## src/sv/dq_pkg.sv

```systemverilog
// dq_pkg: shared constants, codes and types for the double-ended queue
// depends on nothing; used by dq_if.sv, dq_store.sv and double_ended_queue.sv
package dq_pkg;

   localparam int DEPTH   = 32;
   localparam int SLOT_W  = (DEPTH > 1) ? $clog2(DEPTH) : 1;
   localparam int CNT_W   = $clog2(DEPTH + 1);
   localparam int VALUE_W = 32;
   localparam int MODE_W  = 3;
   localparam int STAT_W  = 3;

   typedef logic [SLOT_W-1:0]         slot_type;
   typedef logic [CNT_W-1:0]          count_type;
   typedef logic signed [VALUE_W-1:0] value_type;

   typedef enum logic [MODE_W-1:0] {
      MODE_PUSH_FRONT = 3'd0,
      MODE_PUSH_REAR  = 3'd1,
      MODE_POP_FRONT  = 3'd2,
      MODE_POP_REAR   = 3'd3,
      MODE_DUMP       = 3'd4
   } mode_type;

   typedef enum logic [STAT_W-1:0] {
      STAT_DONE       = 3'd0,
      STAT_UNDERFLOW  = 3'd1,
      STAT_OVERFLOW   = 3'd2,
      STAT_DUMPED     = 3'd3,
      STAT_EMPTY_DUMP = 3'd4
   } status_type;

   // one write and one read access to the element store per cycle
   typedef struct packed {
      logic      wr_en;
      slot_type  wr_addr;
      value_type wr_data;
      logic      rd_en;
      slot_type  rd_addr;
   } mem_req_type;

endpackage

```

## src/sv/dq_if.sv

```systemverilog
// dq_req_if and dq_rsp_if: valid/ready channels of the double-ended queue
// depends on dq_pkg
interface dq_req_if;
   import dq_pkg::*;

   logic                valid;
   logic                ready;
   logic [MODE_W-1:0]   mode;
   value_type           value;

   modport source (output valid, output mode, output value, input ready);
   modport sink   (input valid, input mode, input value, output ready);
endinterface

interface dq_rsp_if;
   import dq_pkg::*;

   logic         valid;
   logic         ready;
   status_type   status;
   value_type    value_res;
   logic         last;

   modport source (output valid, output status, output value_res, output last, input ready);
   modport sink   (input valid, input status, input value_res, input last, output ready);
endinterface

```

## src/sv/dq_store.sv

```systemverilog
// dq_store: element ring storage, one write and one registered read per cycle
// depends on dq_pkg
module dq_store (
   input  logic                 clock,
   input  dq_pkg::mem_req_type  mem_req,
   output dq_pkg::value_type    rd_data
);
   import dq_pkg::*;

   value_type mem [DEPTH];
   value_type rd_data_ff;

   always_ff @(posedge clock) begin
      if (mem_req.wr_en) begin
         mem[mem_req.wr_addr] <= mem_req.wr_data;
      end
   end

   // read data holds until the next read, so a stalled result keeps it
   always_ff @(posedge clock) begin
      if (mem_req.rd_en) begin
         rd_data_ff <= mem[mem_req.rd_addr];
      end
   end

   assign rd_data = rd_data_ff;

endmodule

```

## src/sv/double_ended_queue.sv

```systemverilog
// double_ended_queue: bounded deque of signed 32-bit values on a ring buffer
// depends on dq_pkg, dq_if (dq_req_if, dq_rsp_if) and dq_store
//
// Each request transfer carries a mode and a value: push front, push rear,
// pop front, pop rear or dump. A push answers with one done response (or
// overflow when all DEPTH slots are in use); the next request can transfer
// in the following cycle while the response side keeps up. A pop answers
// with the removed value (or underflow when empty); the value goes through
// the single registered read port of the element store and then the output
// register, and no new request is taken until its response is loaded.
// A dump streams every stored element from front to rear, one per cycle
// while the response side keeps up, with last set on the rear element, and
// an empty store gives one empty-dump response. Unused mode codes are taken
// and produce no response. The store needs no clearing after reset: only
// slots that hold live elements are read. The response sits in an output
// register; a new request is taken while the previous response is being
// transferred in the same cycle.
module double_ended_queue (
   input  logic      clock,
   input  logic      reset,
   dq_req_if.sink    req,
   dq_rsp_if.source  rsp
);
   import dq_pkg::*;

   typedef enum logic {
      ST_IDLE,
      ST_READ
   } state_type;

   localparam slot_type  LAST_SLOT = SLOT_W'(DEPTH - 1);
   localparam count_type FULL_CNT  = CNT_W'(DEPTH);

   function automatic slot_type slot_next(slot_type s);
      return (s == LAST_SLOT) ? '0 : s + SLOT_W'(1);
   endfunction

   function automatic slot_type slot_prev(slot_type s);
      return (s == '0) ? LAST_SLOT : s - SLOT_W'(1);
   endfunction

   // control state
   state_type  state_ff,     state_in;
   slot_type   front_ff,     front_in;
   slot_type   rear_ff,      rear_in;
   count_type  count_ff,     count_in;
   logic       rsp_valid_ff, rsp_valid_in;
   // dump walk: next slot to read and elements still to send
   slot_type   dump_slot_ff, dump_slot_in;
   count_type  remain_ff,    remain_in;
   logic       is_dump_ff,   is_dump_in;
   // response payload
   status_type rsp_status_ff;
   value_type  rsp_value_ff;
   logic       rsp_last_ff;

   logic        out_free;
   logic        accept;
   logic        load;
   status_type  ld_status;
   value_type   ld_value;
   logic        ld_last;
   mem_req_type mem_req;
   value_type   rd_data;

   dq_store u_store (
      .clock   (clock),
      .mem_req (mem_req),
      .rd_data (rd_data)
   );

   // output register is free when empty or being transferred this cycle
   assign out_free  = !rsp_valid_ff || rsp.ready;
   assign req.ready = (state_ff == ST_IDLE) && out_free;
   assign accept    = req.valid && req.ready;

   always_comb begin
      state_in     = state_ff;
      front_in     = front_ff;
      rear_in      = rear_ff;
      count_in     = count_ff;
      dump_slot_in = dump_slot_ff;
      remain_in    = remain_ff;
      is_dump_in   = is_dump_ff;
      load         = 1'b0;
      ld_status    = STAT_DONE;
      ld_value     = '0;
      ld_last      = 1'b1;
      mem_req         = '0;
      mem_req.wr_data = req.value;

      case (state_ff)
         ST_IDLE: begin
            if (accept) begin
               case (req.mode)
                  MODE_PUSH_FRONT: begin
                     load = 1'b1;
                     if (count_ff == FULL_CNT) begin
                        ld_status = STAT_OVERFLOW;
                     end else begin
                        mem_req.wr_en   = 1'b1;
                        mem_req.wr_addr = slot_prev(front_ff);
                        front_in        = slot_prev(front_ff);
                        count_in        = count_ff + CNT_W'(1);
                     end
                  end
                  MODE_PUSH_REAR: begin
                     load = 1'b1;
                     if (count_ff == FULL_CNT) begin
                        ld_status = STAT_OVERFLOW;
                     end else begin
                        mem_req.wr_en   = 1'b1;
                        mem_req.wr_addr = rear_ff;
                        rear_in         = slot_next(rear_ff);
                        count_in        = count_ff + CNT_W'(1);
                     end
                  end
                  MODE_POP_FRONT: begin
                     if (count_ff == '0) begin
                        load      = 1'b1;
                        ld_status = STAT_UNDERFLOW;
                     end else begin
                        mem_req.rd_en   = 1'b1;
                        mem_req.rd_addr = front_ff;
                        front_in        = slot_next(front_ff);
                        count_in        = count_ff - CNT_W'(1);
                        is_dump_in      = 1'b0;
                        state_in        = ST_READ;
                     end
                  end
                  MODE_POP_REAR: begin
                     if (count_ff == '0) begin
                        load      = 1'b1;
                        ld_status = STAT_UNDERFLOW;
                     end else begin
                        mem_req.rd_en   = 1'b1;
                        mem_req.rd_addr = slot_prev(rear_ff);
                        rear_in         = slot_prev(rear_ff);
                        count_in        = count_ff - CNT_W'(1);
                        is_dump_in      = 1'b0;
                        state_in        = ST_READ;
                     end
                  end
                  MODE_DUMP: begin
                     if (count_ff == '0) begin
                        load      = 1'b1;
                        ld_status = STAT_EMPTY_DUMP;
                     end else begin
                        mem_req.rd_en   = 1'b1;
                        mem_req.rd_addr = front_ff;
                        dump_slot_in    = slot_next(front_ff);
                        remain_in       = count_ff;
                        is_dump_in      = 1'b1;
                        state_in        = ST_READ;
                     end
                  end
                  default: ;  // unused codes produce nothing
               endcase
            end
         end
         ST_READ: begin
            // read data is held by the store until the response has room
            if (out_free) begin
               load     = 1'b1;
               ld_value = rd_data;
               if (is_dump_ff) begin
                  ld_status = STAT_DUMPED;
                  ld_last   = (remain_ff == CNT_W'(1));
                  if (remain_ff == CNT_W'(1)) begin
                     state_in = ST_IDLE;
                  end else begin
                     mem_req.rd_en   = 1'b1;
                     mem_req.rd_addr = dump_slot_ff;
                     dump_slot_in    = slot_next(dump_slot_ff);
                     remain_in       = remain_ff - CNT_W'(1);
                  end
               end else begin
                  state_in = ST_IDLE;
               end
            end
         end
         default: begin
            state_in = ST_IDLE;
         end
      endcase

      if (load) begin
         rsp_valid_in = 1'b1;
      end else if (rsp.ready) begin
         rsp_valid_in = 1'b0;
      end else begin
         rsp_valid_in = rsp_valid_ff;
      end
   end

   always_ff @(posedge clock) begin
      if (reset) begin
         state_ff     <= ST_IDLE;
         front_ff     <= '0;
         rear_ff      <= '0;
         count_ff     <= '0;
         rsp_valid_ff <= 1'b0;
         dump_slot_ff <= '0;
         remain_ff    <= '0;
         is_dump_ff   <= 1'b0;
      end else begin
         state_ff     <= state_in;
         front_ff     <= front_in;
         rear_ff      <= rear_in;
         count_ff     <= count_in;
         rsp_valid_ff <= rsp_valid_in;
         dump_slot_ff <= dump_slot_in;
         remain_ff    <= remain_in;
         is_dump_ff   <= is_dump_in;
      end
   end

   // response payload, no reset needed
   always_ff @(posedge clock) begin
      if (load) begin
         rsp_status_ff <= ld_status;
         rsp_value_ff  <= ld_value;
         rsp_last_ff   <= ld_last;
      end
   end

   assign rsp.valid     = rsp_valid_ff;
   assign rsp.status    = rsp_status_ff;
   assign rsp.value_res = rsp_value_ff;
   assign rsp.last      = rsp_last_ff;

`ifndef SYNTHESIS
   // fill level never goes past the ring size
   a_count_bound: assert property (@(posedge clock) disable iff (reset)
      count_ff <= FULL_CNT)
      else $error("entry count exceeds depth");

   // rear slot always sits count entries past the front, modulo depth
   a_ring_consistent: assert property (@(posedge clock) disable iff (reset)
      (((32'(front_ff) + 32'(count_ff)) >= 32'(DEPTH)) ?
         (32'(front_ff) + 32'(count_ff) - 32'(DEPTH)) :
         (32'(front_ff) + 32'(count_ff))) == 32'(rear_ff))
      else $error("front, rear and count disagree");

   // no store write while a pop or dump read is in flight
   a_no_write_in_read: assert property (@(posedge clock) disable iff (reset)
      (state_ff == ST_READ) |-> !mem_req.wr_en)
      else $error("store written during read phase");

   // a push into a store with room grows the count by one
   a_push_grows: assert property (@(posedge clock) disable iff (reset)
      (accept && (req.mode == MODE_PUSH_FRONT || req.mode == MODE_PUSH_REAR)
         && count_ff != FULL_CNT) |=> count_ff == $past(count_ff) + CNT_W'(1))
      else $error("push did not grow the count");
`endif

endmodule

```

## src/flat_wrapper.sv

```systemverilog
// flat-port wrapper written by rule: the top's interface ports become plain ports
module double_ended_queue_flat import dq_pkg::*;
  (clock, reset, req_valid, req_mode, req_value, req_ready, rsp_valid, rsp_status, rsp_value_res, rsp_last, rsp_ready);
  dq_req_if req_i ();
  dq_rsp_if rsp_i ();
  input  logic clock;
  input  logic reset;
  input wire logic [$bits(req_i.valid)-1:0] req_valid;
  input wire logic [$bits(req_i.mode)-1:0] req_mode;
  input wire logic [$bits(req_i.value)-1:0] req_value;
  output wire logic [$bits(req_i.ready)-1:0] req_ready;
  output wire logic [$bits(rsp_i.valid)-1:0] rsp_valid;
  output wire logic [$bits(rsp_i.status)-1:0] rsp_status;
  output wire logic [$bits(rsp_i.value_res)-1:0] rsp_value_res;
  output wire logic [$bits(rsp_i.last)-1:0] rsp_last;
  input wire logic [$bits(rsp_i.ready)-1:0] rsp_ready;
  assign req_i.valid = req_valid;
  assign req_i.mode = req_mode;
  assign req_i.value = req_value;
  assign req_ready = req_i.ready;
  assign rsp_valid = rsp_i.valid;
  assign rsp_status = rsp_i.status;
  assign rsp_value_res = rsp_i.value_res;
  assign rsp_last = rsp_i.last;
  assign rsp_i.ready = rsp_ready;
  double_ended_queue u_core (.clock(clock), .reset(reset), .req(req_i), .rsp(rsp_i));
endmodule
```

## config.mk

```make
export PLATFORM = sky130hd
export DESIGN_NAME = double_ended_queue_flat
export DESIGN_NICKNAME = d
export VERILOG_FILES = /design/src/sv/dq_pkg.sv /design/src/sv/dq_if.sv /design/src/sv/dq_store.sv /design/src/sv/double_ended_queue.sv /design/src/flat_wrapper.sv
export SDC_FILE = /design/constraint.sdc
export NUM_CORES = 1
export LEC_CHECK = 0
export BUFFER_PORTS_ARGS = -buffer_cell sky130_fd_sc_hd__clkbuf_2
export CORE_MARGIN = 2
export CORE_UTILIZATION = 36
export CTS_CLUSTER_SIZE = 24
export DETAILED_ROUTE_END_ITERATION = 8
export MAX_ROUTING_LAYER = met4
export PLACE_DENSITY_LB_ADDON = 0.3
export SLEW_MARGIN = 20
export SYNTH_ARGS = -nofsm -noshare
export SYNTH_HDL_FRONTEND = slang
export SYNTH_SLANG_ARGS = --single-unit
```

## constraint.sdc

```tcl
create_clock -name clock -period 11.65 [get_ports clock]
set_input_delay 1.165 -clock clock [delete_from_list [all_inputs] [get_ports clock]]
set_output_delay 1.165 -clock clock [all_outputs]
set_load 0.05 [all_outputs]
```

=== Yosys cells after proc, flatten, opt, wreduce, memory -nomap -nowiden ===
Memories as Yosys holds them, arrays and structs flattened. A register that Yosys moved wholly into a read port is not among the register bits.
Cells that the tools add are included.

* Equality and inequality tests: 22
* Multiplexer cells: 67
* Add/sub/neg operators: 8
* Bitwise operators: 1
* Reduce and logical (&&, ||, !) cells: 24

{| class="wikitable"
|+ Operators with widths
! kind !! number
|-
| two-way mux 6 bit || 18
|-
| two-way mux 5 bit || 14
|-
| case mux 6 bit (2 select lines) || 5
|-
| case mux 5 bit (2 select lines) || 3
|-
| inequality test 2 bit, second input constant || 12
|-
| AND reduction 5 bit || 4
|-
| two-way mux 1 bit || 16
|-
| adder 5 x 1 -> 5 bit, second input constant || 3
|-
| == test 5 bit, second input constant || 3
|-
| subtractor 6 x 1 -> 6 bit, second input constant || 2
|-
| zero test 5 bit || 2
|-
| nonzero test 2 bit || 5
|-
| subtractor 5 x 1 -> 5 bit, second input constant || 2
|-
| two-way mux 3 bit || 3
|-
| case mux 3 bit (3 select lines) || 1
|-
| case mux 1 bit (2 select lines) || 4
|-
| adder 6 x 1 -> 6 bit, second input constant || 1
|-
| == test 3 x 2 -> 1 bit, second input constant || 2
|-
| == test 6 x 1 -> 1 bit, second input constant || 1
|-
| == test 6 bit, second input constant || 1
|-
| zero test 6 bit || 1
|-
| case mux 3 bit (2 select lines) || 1
|-
| AND reduction 6 bit || 1
|-
| OR reduction 2 bit || 3
|-
| 12 further kinds || 14
|}

* Input bits: 39
* Bits in writable memories: 1024
* Output and inout port bits: 38
* Logic and storage cells: 134
* Register bits after elaboration: 66
* Memories kept: 1

{| class="wikitable"
|+ Memory list
! name !! words !! bits a word !! rd ports !! clocked after memory_dff !! wr ports !! line !! text
|-
| u_core.u_store.mem || 32 || 32 || 1 || 1 || 1 || dq_store.sv:10 || <nowiki>value_type mem [DEPTH];</nowiki>
|}

=== Logic depth before layout (Yosys ltp) ===
Gate-level depths: netlist of run 1.

* Word-level depth: 8
* Gate-level depth with buffers: 13
* Depth with buffers taken out: 10

=== Cells and area by module ===
A second synthesis of run 1 with hierarchy kept.

* Cell total of the unflattened synthesis: 2652
* Area, all modules: 44493.9 um^2

{| class="wikitable"
|+ By module, submodules not included
! module !! cells an instance !! instances !! seq. area each (um^2) !! area each (um^2)
|-
| dq_store || 2260 || 1 || 31710.4 || 40812.9
|-
| double_ended_queue || 392 || 1 || 1681.6 || 3681.0
|}

=== Worst setup path after synthesis of run 1 ===
Ideal clock, no wire load.

* Path type: input -> register
* Start: input rsp_ready
* End: register u_core.rsp_last_ff (netlist: u_core.rsp.last), enable pin
* Path slack: 7.388 ns
* Library setup time: 0.479 ns
* Path buffers: 0
* Data required time: 11.171 ns
* Data arrival time: 3.783 ns
* Stages on the path: 2
* Path through: nor2b_1 -> o21ai_0

* Cells in the longest elaborated chain, start to end: 5
* Elaborated cells on any way between the ends: 6
* Those cells by class: mux: 3; reduce/logical: 3

{| class="wikitable"
|+ RTL lines
! what !! line !! text
|-
| start: declaration || flat_wrapper.sv:16 || <nowiki>input wire logic [$bits(rsp_i.ready)-1:0] rsp_ready;</nowiki>
|-
| logical OR 1 bit * || double_ended_queue.sv:73 || <nowiki>assign out_free = !rsp_valid_ff || rsp.ready;</nowiki>
|-
| logical AND 1 bit || double_ended_queue.sv:74 || <nowiki>assign req.ready = (state_ff == ST_IDLE) && out_free;</nowiki>
|-
| logical AND 1 bit || double_ended_queue.sv:75 || <nowiki>assign accept = req.valid && req.ready;</nowiki>
|-
| two-way mux 1 bit || double_ended_queue.sv:94 || <nowiki>if (accept) begin</nowiki>
|-
| case mux 1 bit (2 select lines) * || double_ended_queue.sv:92 || <nowiki>case (state_ff)</nowiki>
|-
| net u_core.load || double_ended_queue.sv:59 || <nowiki>logic load;</nowiki>
|-
| end signal: assignment || double_ended_queue.sv:223 || <nowiki>rsp_last_ff <= ld_last;</nowiki>
|-
| end: declaration || double_ended_queue.sv:55 || <nowiki>logic rsp_last_ff;</nowiki>
|}

The timed path passes the listed nets; every way through them passes the cells marked *.
A chain may end at the register's enable or synchronous reset.

=== Final worst setup path of run 1 ===
* Start: input rsp_ready
* End: register u_core.u_store.rd_data_ff[17] (netlist: u_core.u_store.rd_data[17]), read port of u_core.u_store.mem, data pin

* Cells in the longest elaborated chain, start to end: 5
* Elaborated cells on any way between the ends: 6
* Those cells by class: mux: 3; reduce/logical: 3

{| class="wikitable"
|+ RTL lines
! what !! line !! text
|-
| logical OR 1 bit * || double_ended_queue.sv:73 ||
|-
| logical AND 1 bit || double_ended_queue.sv:74 ||
|-
| logical AND 1 bit || double_ended_queue.sv:75 ||
|-
| two-way mux 6 bit || double_ended_queue.sv:94 ||
|-
| case mux 6 bit (2 select lines) * || double_ended_queue.sv:92 ||
|-
| end: declaration || dq_store.sv:11 || <nowiki>value_type rd_data_ff;</nowiki>
|}

Every way passes the cells marked *; elsewhere a longest branch is shown, timed or not.

==> results of run 1 <==
-- routing by layer --
metal / GRT usage [%] / wire length (um) / share of wire, % / up-vias
met2: 30.8 / 59100 / 46 / 1072
met5: - / 0 / 0 / -
met1: 28.5 / 56100 / 44 / 14423
met3: 2.63 / 9460 / 7.4 / 183
li1: - / - / - / 12394
met4: 5.13 / 2780 / 2.2 / 0
-- power breakdown --
part,internal (mW),leakage (nW),switching (mW)
Sequential,4.46,10.1,0.0182
Combinational,0.0755,4.60,0.255
Clock,1.90,1.69,1.55
-- final timing paths --
path,startpoint,end,slack (ns)
setup / recovery,rsp_ready,u_core.u_store.rd_data[17]$_DFFE_PP_,6.32
hold / removal,u_core.dump_slot_ff[4]$_SDFFE_PP0P_,u_core.dump_slot_ff[4]$_SDFFE_PP0P_,0.52
setup reg to reg,u_core.rear_ff[0]$_SDFFE_PP0P_,u_core.u_store.rd_data[7]$_DFFE_PP_,6.36
hold reg to reg,u_core.dump_slot_ff[4]$_SDFFE_PP0P_,u_core.dump_slot_ff[4]$_SDFFE_PP0P_,0.52
-- tightest hold or removal path: cells and delay by family, from the launching register on --
kind / cells / cell delay, ns
AOI/OAI and AO/OA: 1 / 0.05
DFF: 1 / 0.32
and+or+nand+nor: 1 / 0.10
-- flip-flops by register name (all words and copies together), names as in the netlist --
| name | flops |
|---|---|
| u_core.u_store.mem | 1024 |
| u_core.rsp.value_res | 32 |
| u_core.u_store.rd_data | 32 |
| u_core.count_ff | 6 |
| u_core.remain_ff | 6 |
| u_core.dump_slot_ff | 5 |
| u_core.front_ff | 5 |
| u_core.rear_ff | 5 |
| u_core.rsp.status | 3 |
| u_core.is_dump_ff | 1 |
| u_core.rsp.last | 1 |
| u_core.rsp.valid | 1 |
| u_core.state_ff | 1 |
-- placed cells by master, fill, tap and decap left out, types with 44 or more instances in the layout --
cell and n:
sky130_fd_sc_hd__a211oi_1 260, sky130_fd_sc_hd__a311oi_1 126, sky130_fd_sc_hd__a31oi_1 128, sky130_fd_sc_hd__and3_1 291
sky130_fd_sc_hd__buf_4 61, sky130_fd_sc_hd__clkbuf_16 111, sky130_fd_sc_hd__clkbuf_2 76, sky130_fd_sc_hd__edfxtp_1 1092
sky130_fd_sc_hd__nand2_1 543, sky130_fd_sc_hd__nor2_1 44, sky130_fd_sc_hd__nor3_1 71, sky130_fd_sc_hd__o22ai_1 65
-- synth_stat cells, types with 2 or more instances --
cell type / instances / share of area, %
sky130_fd_sc_hd__a31oi_1: 128 / 1.8
sky130_fd_sc_hd__buf_2: 61 / 0.68
sky130_fd_sc_hd__nand3b_1: 4 / 0.067
sky130_fd_sc_hd__nor4_2: 31 / 0.86
sky130_fd_sc_hd__nand2_1: 546 / 4.6
sky130_fd_sc_hd__o31ai_1: 2 / 0.033
sky130_fd_sc_hd__xor2_1: 6 / 0.12
sky130_fd_sc_hd__a21o_1: 3 / 0.050
sky130_fd_sc_hd__clkbuf_1: 168 / 1.4
sky130_fd_sc_hd__buf_4: 5 / 0.083
sky130_fd_sc_hd__mux2i_1: 11 / 0.24
sky130_fd_sc_hd__dfxtp_1: 30 / 1.3
sky130_fd_sc_hd__inv_1: 14 / 0.12
sky130_fd_sc_hd__nor2_1: 76 / 0.63
sky130_fd_sc_hd__xnor2_1: 9 / 0.18
sky130_fd_sc_hd__nor3_1: 71 / 0.79
sky130_fd_sc_hd__or3_1: 4 / 0.056
sky130_fd_sc_hd__o21bai_1: 2 / 0.033
sky130_fd_sc_hd__and3_1: 291 / 4.0
sky130_fd_sc_hd__edfxtp_1: 1092 / 73
sky130_fd_sc_hd__nor4_1: 6 / 0.083
sky130_fd_sc_hd__o22ai_1: 65 / 0.90
sky130_fd_sc_hd__nand2b_1: 8 / 0.11
sky130_fd_sc_hd__nor2b_1: 5 / 0.069
sky130_fd_sc_hd__a22oi_1: 7 / 0.12
sky130_fd_sc_hd__buf_1: 19 / 0.16
sky130_fd_sc_hd__nand3_1: 12 / 0.13
sky130_fd_sc_hd__a211oi_1: 260 / 4.3
sky130_fd_sc_hd__or2_2: 2 / 0.028
sky130_fd_sc_hd__nor3b_1: 4 / 0.067
sky130_fd_sc_hd__mux2_2: 3 / 0.075
sky130_fd_sc_hd__and2_1: 5 / 0.069
sky130_fd_sc_hd__o21ai_0: 25 / 0.28
sky130_fd_sc_hd__o221ai_1: 3 / 0.058
sky130_fd_sc_hd__ha_1: 14 / 0.39
sky130_fd_sc_hd__a21oi_1: 31 / 0.34
sky130_fd_sc_hd__a311oi_1: 126 / 2.5
-- cells by family after synthesis --
family | after synthesis | synth area share, %
XOR/XNOR | 15 | 0.292
flip-flops | 1122 | 74.1
buffers and inverters | 268 | 2.46
AND/OR/NAND/NOR | 1070 | 11.7
adder cells (fa/ha/maj) | 15 | 0.433
multiplexers | 15 | 0.369
AO/OA/AOI/OAI | 663 | 10.6
-- through the flow --
step           utilization, %  hold WS, ns  std cells  total power [mW]  cell area [sq um]
2_1_floorplan               -        0.466       3168              4.76              45000
3_3_place_gp             38.1        0.511       4690              4.89              47300
3_5_place_dp             38.1        0.514       4690              4.90              47300
4_1_cts                  40.9        0.521       4897              8.31              50700
5_1_grt                  40.9        0.563       4901              8.49              50700
6_report                 40.9        0.519       4903              8.26              50700
-- cell type report --
type / count / share of cell area [%]
well taps: 1637 / 4.04
inverters: 14 / 0.104
repair buffers: 139 / 1.73
multi-input cells: 1778 / 21.4
diodes: 6 / 0.0296
flip-flops and latches: 1122 / 65.8
clock buffers: 135 / 5.65
clock inverters: 72 / 1.20
==> flow_metrics.tcl, run 1 <==
set metrics [dict create \
    cts-htree-levels 3 \
    crit_buf_inv 3 \
    grt_start_max_net_pins 174 \
    final-setup-viol-count 0 \
    dieWidth_um 358 \
    gp_congestion 0.801 \
    cts-root-to-sink-buffers 3 \
    critical_path.max_fanout 122 \
    fin_ws_ns 6.32 \
    chipHeight_um 358 \
    crit_path_frequent_cell "sky130_fd_sc_hd__buf_4" \
    drcViolationCount 0 \
    async_reset_ff_share_pct 0 \
    finalCritPeriodShare_pct 45.8 \
    global_route_wire_length_before_repair_mm 184 \
    run_status "completed" \
    path_depth 11 \
    drt_first_iter_violations 3679 \
    vias_per_cell 5.73 \
    yosysSeqAreaShare_pct 74.1 \
    whs_path_depth 2 \
    dieArea_sq_mm 0.128 \
    cp_slowest_cell "sky130_fd_sc_hd__nand2_8" \
    post-dp-hpwl_mm 62.9 \
    initial_core_util_pct 36.3 \
    final-max-slew-violation-count 0 \
    yosys_warnings 0 \
    cts.hold.buffers_added 0 \
    required_ns 12.18 \
    synth_enable_flop_cells 1092 \
    timing.final.hold_violations 0 \
    worstSkewPairLatency_ns 0.71 \
    cap_violations 0 \
    route.antenna.remaining_nets 0 \
    synth_flop_cell "sky130_fd_sc_hd__edfxtp_1" \
    dp_slack_ns 5.63 \
    number_of_buffers_added_for_setup_after_cts 0 \
    tritoncts.num_buffers 111 \
    min-delay-path-class "flop to flop" \
    mappedNetlistNets 3222 \
    grt_setup_unrepaired "no" \
    path_clk_slew_ns 0.06 \
    routed_length_per_placed_instance_um 26.0 \
    vias 28072 \
    depth_of_the_worst_register_to_register_path 13 \
    timing.critical_path.slowest_cell_delay_ns 1.00 \
    number_of_instances_in_the_synthesized_netlist 3168 \
    period_minus_slack_ns 5.33 \
    cts_resized 0 \
    synth.ff_latch_count 1122 \
    drive_above_1_share_pct 11.8 \
    timing_worst_setup_path_type "input port to flop" \
    crit_path_max_delay_family "simple AND/OR/NAND/NOR gates" \
    seqCellArea_sq_mm 0.0334 \
    transition_time_at_the_pin_with_the_least_slew_margin_ns 1.07 \
    list_of_cells_traversed_by_the_critical_path "clkbuf_2 > nand2b_2 > buf_4 > and2_1 > nand3_4 > nand2_8 > buf_4 > a211oi_1 > a311oi_1 > nor3_1 > nor4_2" \
    cts_root_buf "sky130_fd_sc_hd__clkbuf_16" \
    grt_overflow 0 \
    placement.io_buffers 76 \
    drt_wl_total_mm 127 \
    nets_finish 3220 \
    maximum_achievable_frequency_mhz 188 \
    tns_ns 0 \
    post_synth_instance_area_sq_mm 0.0450 \
    power_density_mw_per_mm2 163 \
    syn_area_cell_sq_um 14.2 \
    pin_count 77 \
    cp-end-kind "flop" \
    maxSlewHeadroom_pct 29.0 \
    clock-sinks 1122 \
    design.core.area_sq_mm 0.124 \
    via_count_of_the_first_global_routing_pass 26571 \
    static_leakage_nw 16.4 \
    area_delta_synth_final_pct 12.7 \
    detailedRoute.firstPassIterationCount 5 \
    n_fill_cell 11358 \
    worstSetupStartpointType "input port" \
    multi_input_comb_area_sq_mm 0.0109 \
    number_of_rows_in_the_core_area 129 \
    synth.lib_cells_used.distinct 56 \
    antenna_found_initial 7 \
    setup_skew_after_layout_ns 0.0357 \
    vdd_drop_max_mv 0.108 \
    cts_tree "done" \
    total_routing_resource_utilization_after_global_routing_pct 20.2 \
    cp_data_arrival_time_ns 5.87 \
]
(Power assumes the default switching activity.)
==> inputs of run 2 (changes only) <==
==> constraint.sdc (replaced) <==
create_clock -name clock -period 4.7 [get_ports clock]
set_input_delay 0.47 -clock clock [delete_from_list [all_inputs] [get_ports clock]]
set_output_delay 0.47 -clock clock [all_outputs]
set_load 0.05 [all_outputs]
==> run 2 against run 1 <==
  * Power rose to 2.5 times the previous value
  * Critical path type is now flop to flop
  * Largest power group unchanged
  * Non-clock buffer count up 29
  * Highest routed layer unchanged
  * Critical path depth down 2
  * Via count up 0.99%
==> flow_metrics.tcl, run 2 (same netlist as run 1, synthesis figures left out) <==
set metrics [dict create \
    cts-htree-levels 3 \
    chipHeight_um 358 \
    cts_tree "done" \
    grt_start_max_net_pins 159 \
    drt_first_iter_violations 3240 \
    list_of_cells_traversed_by_the_critical_path "inv_1 > ha_1 > nor3b_1 > xnor2_1 > o21ai_0 > o21ai_0 > a21oi_1 > nor2_4 > buf_4" \
    route.antenna.remaining_nets 0 \
    dieArea_sq_mm 0.128 \
    worstSkewPairLatency_ns 0.70 \
    drcViolationCount 0 \
    antenna_found_initial 9 \
    grt_setup_unrepaired "no" \
    grt_overflow 0 \
    static_leakage_nw 16.7 \
    cap_violations 0 \
    vdd_drop_max_mv 0.301 \
    final-max-slew-violation-count 0 \
    vias_per_cell 5.75 \
    largest_reg_flops 1024 \
    setup_skew_after_layout_ns 0.0379 \
    tns_ns 0 \
    required_ns 5.05 \
    transition_time_at_the_pin_with_the_least_slew_margin_ns 1.05 \
    power_density_mw_per_mm2 406 \
    largest-register "u_core.u_store.mem" \
    drt_wl_total_mm 132 \
    placement.io_buffers 76 \
    area_delta_synth_final_pct 14.4 \
    timing_worst_setup_path_type "flop to flop" \
    run_status "completed" \
    mostFrequentLayoutCell "sky130_fd_sc_hd__edfxtp_1" \
    nets_finish 3250 \
    routed_length_per_placed_instance_um 26.7 \
    via_count_of_the_first_global_routing_pass 26645 \
    fin_ws_ns 0.968 \
    cp-end-kind "flop" \
    worstSetupStartpointType "flop" \
    timing.critical_path.slowest_cell_delay_ns 0.87 \
    layoutNonFillerInstCount 4934 \
    path_depth 9 \
    initial_core_util_pct 36.3 \
    crit_path_max_delay_family "simple AND/OR/NAND/NOR gates" \
    timing.final.hold_violations 0 \
    post-dp-hpwl_mm 66.9 \
    crit_path_frequent_cell "sky130_fd_sc_hd__o21ai_0" \
    number_of_buffers_added_for_setup_after_cts 0 \
    whs_path_depth 3 \
    maxSlewHeadroom_pct 29.7 \
    total_routing_resource_utilization_after_global_routing_pct 20.8 \
    depth_of_the_worst_register_to_register_path 9 \
    crit_buf_inv 2 \
    dp_slack_ns 0.951 \
    cts_root_buf "sky130_fd_sc_hd__clkbuf_16" \
    critical_path.max_fanout 18 \
    commonest_cells_after_routing_fill_and_taps_aside "1092 x sky130_fd_sc_hd__edfxtp_1, 543 x sky130_fd_sc_hd__nand2_1, 291 x sky130_fd_sc_hd__and3_1" \
    path_clk_slew_ns 0.06 \
    design.core.area_sq_mm 0.124 \
    cp_data_arrival_time_ns 4.08 \
    tritoncts.num_buffers 112 \
    cts-root-to-sink-buffers 3 \
    pin_count 77 \
    cts_resized 0 \
    global_route_wire_length_before_repair_mm 188 \
    dieWidth_um 358 \
    total_power_mw 20.9 \
    clock-sinks 1122 \
    period_minus_slack_ns 3.73 \
    gp_congestion 0.790 \
    number_of_rows_in_the_core_area 129 \
    final-setup-viol-count 0 \
    n_fill_cell 11223 \
    detailedRoute.firstPassIterationCount 6 \
    finalCritPeriodShare_pct 79.4 \
    cts.hold.buffers_added 0 \
    worst-r2r-setup-slack_ns 0.97 \
    place_inst 4719 \
    cp_slowest_cell "sky130_fd_sc_hd__nor2_4" \
    drive_above_1_share_pct 12.9 \
    min-delay-path-class "input port to flop" \
    vias 28349 \
    maximum_achievable_frequency_mhz 268 \
]
==> run 2: changes by cell type in the layout (fill, tap and decap cells not counted), moves of 2 or more <==
cell,previous run,this run
sky130_fd_sc_hd__buf_12,2,32
sky130_fd_sc_hd__bufinv_16,6,12
sky130_fd_sc_hd__clkbuf_1,24,17
sky130_fd_sc_hd__clkbuf_16,111,114
sky130_fd_sc_hd__clkinv_4,1,3
sky130_fd_sc_hd__clkinvlp_4,6,4
sky130_fd_sc_hd__inv_6,3,5
==> run 2: power by group <==
| part | internal, mW | switching [mW] | total [mW] |
|---|---|---|---|
| combinational | 0.196 | 0.633 | 0.829 |
| sequential | 11.1 | 0.0484 | 11.1 |
| clock | 5.12 | 3.88 | 9.00 |
==> run 2: final cells by class <==
class	count	area (sq um)	area share (%)
antenna	7	17.5	0.0340
multi-input combinational	1778	10900	21.1
inverter	14	52.6	0.102
clock inverter	77	762	1.48
timing repair buffer	168	1470	2.85
clock buffer	131	2920	5.66
tap	1637	2050	3.97
sequential	1122	33400	64.8
==> run 2: final timing paths <==
path                                                  startpoint                             endpoint
worst max-delay path             u_core.front_ff[0]$_SDFFE_PP0P_  u_core.u_store.mem[0][21]$_DFFE_PP_
worst min register to register  u_core.remain_ff[5]$_SDFFE_PP0P_     u_core.remain_ff[5]$_SDFFE_PP0P_
worst max register to register   u_core.front_ff[0]$_SDFFE_PP0P_  u_core.u_store.mem[0][21]$_DFFE_PP_
worst min-delay path                                 req_mode[1]       u_core.is_dump_ff$_SDFFE_PP0P_
==> run 2: metrics by stage <==
stage / area, sq um / hold WS [ns] / utilization [%]
floorplan: 45000 / 0.466 / -
global placement: 47800 / 0.525 / 38.6
detailed placement: 47800 / 0.537 / 38.6
CTS: 51500 / 0.202 / 41.6
global route: 51500 / 0.220 / 41.6
finish: 51500 / 0.256 / 41.6
==> run 2: tightest hold or removal path, stage by stage <==
cell and delay (ns):
sky130_fd_sc_hd__clkbuf_2 0.20, sky130_fd_sc_hd__o21bai_1 0.14, sky130_fd_sc_hd__a21oi_1 0.06
==> run 2: per-layer routing <==
layer  GRT usage [%]  part of all wire, %  vias up
met5               -                    0        -
met4            7.12                  3.1        0
met3            4.19                  8.2      235
met2            31.1                   46     1177
met1            28.4                   43    14470
li1                -                    -    12467
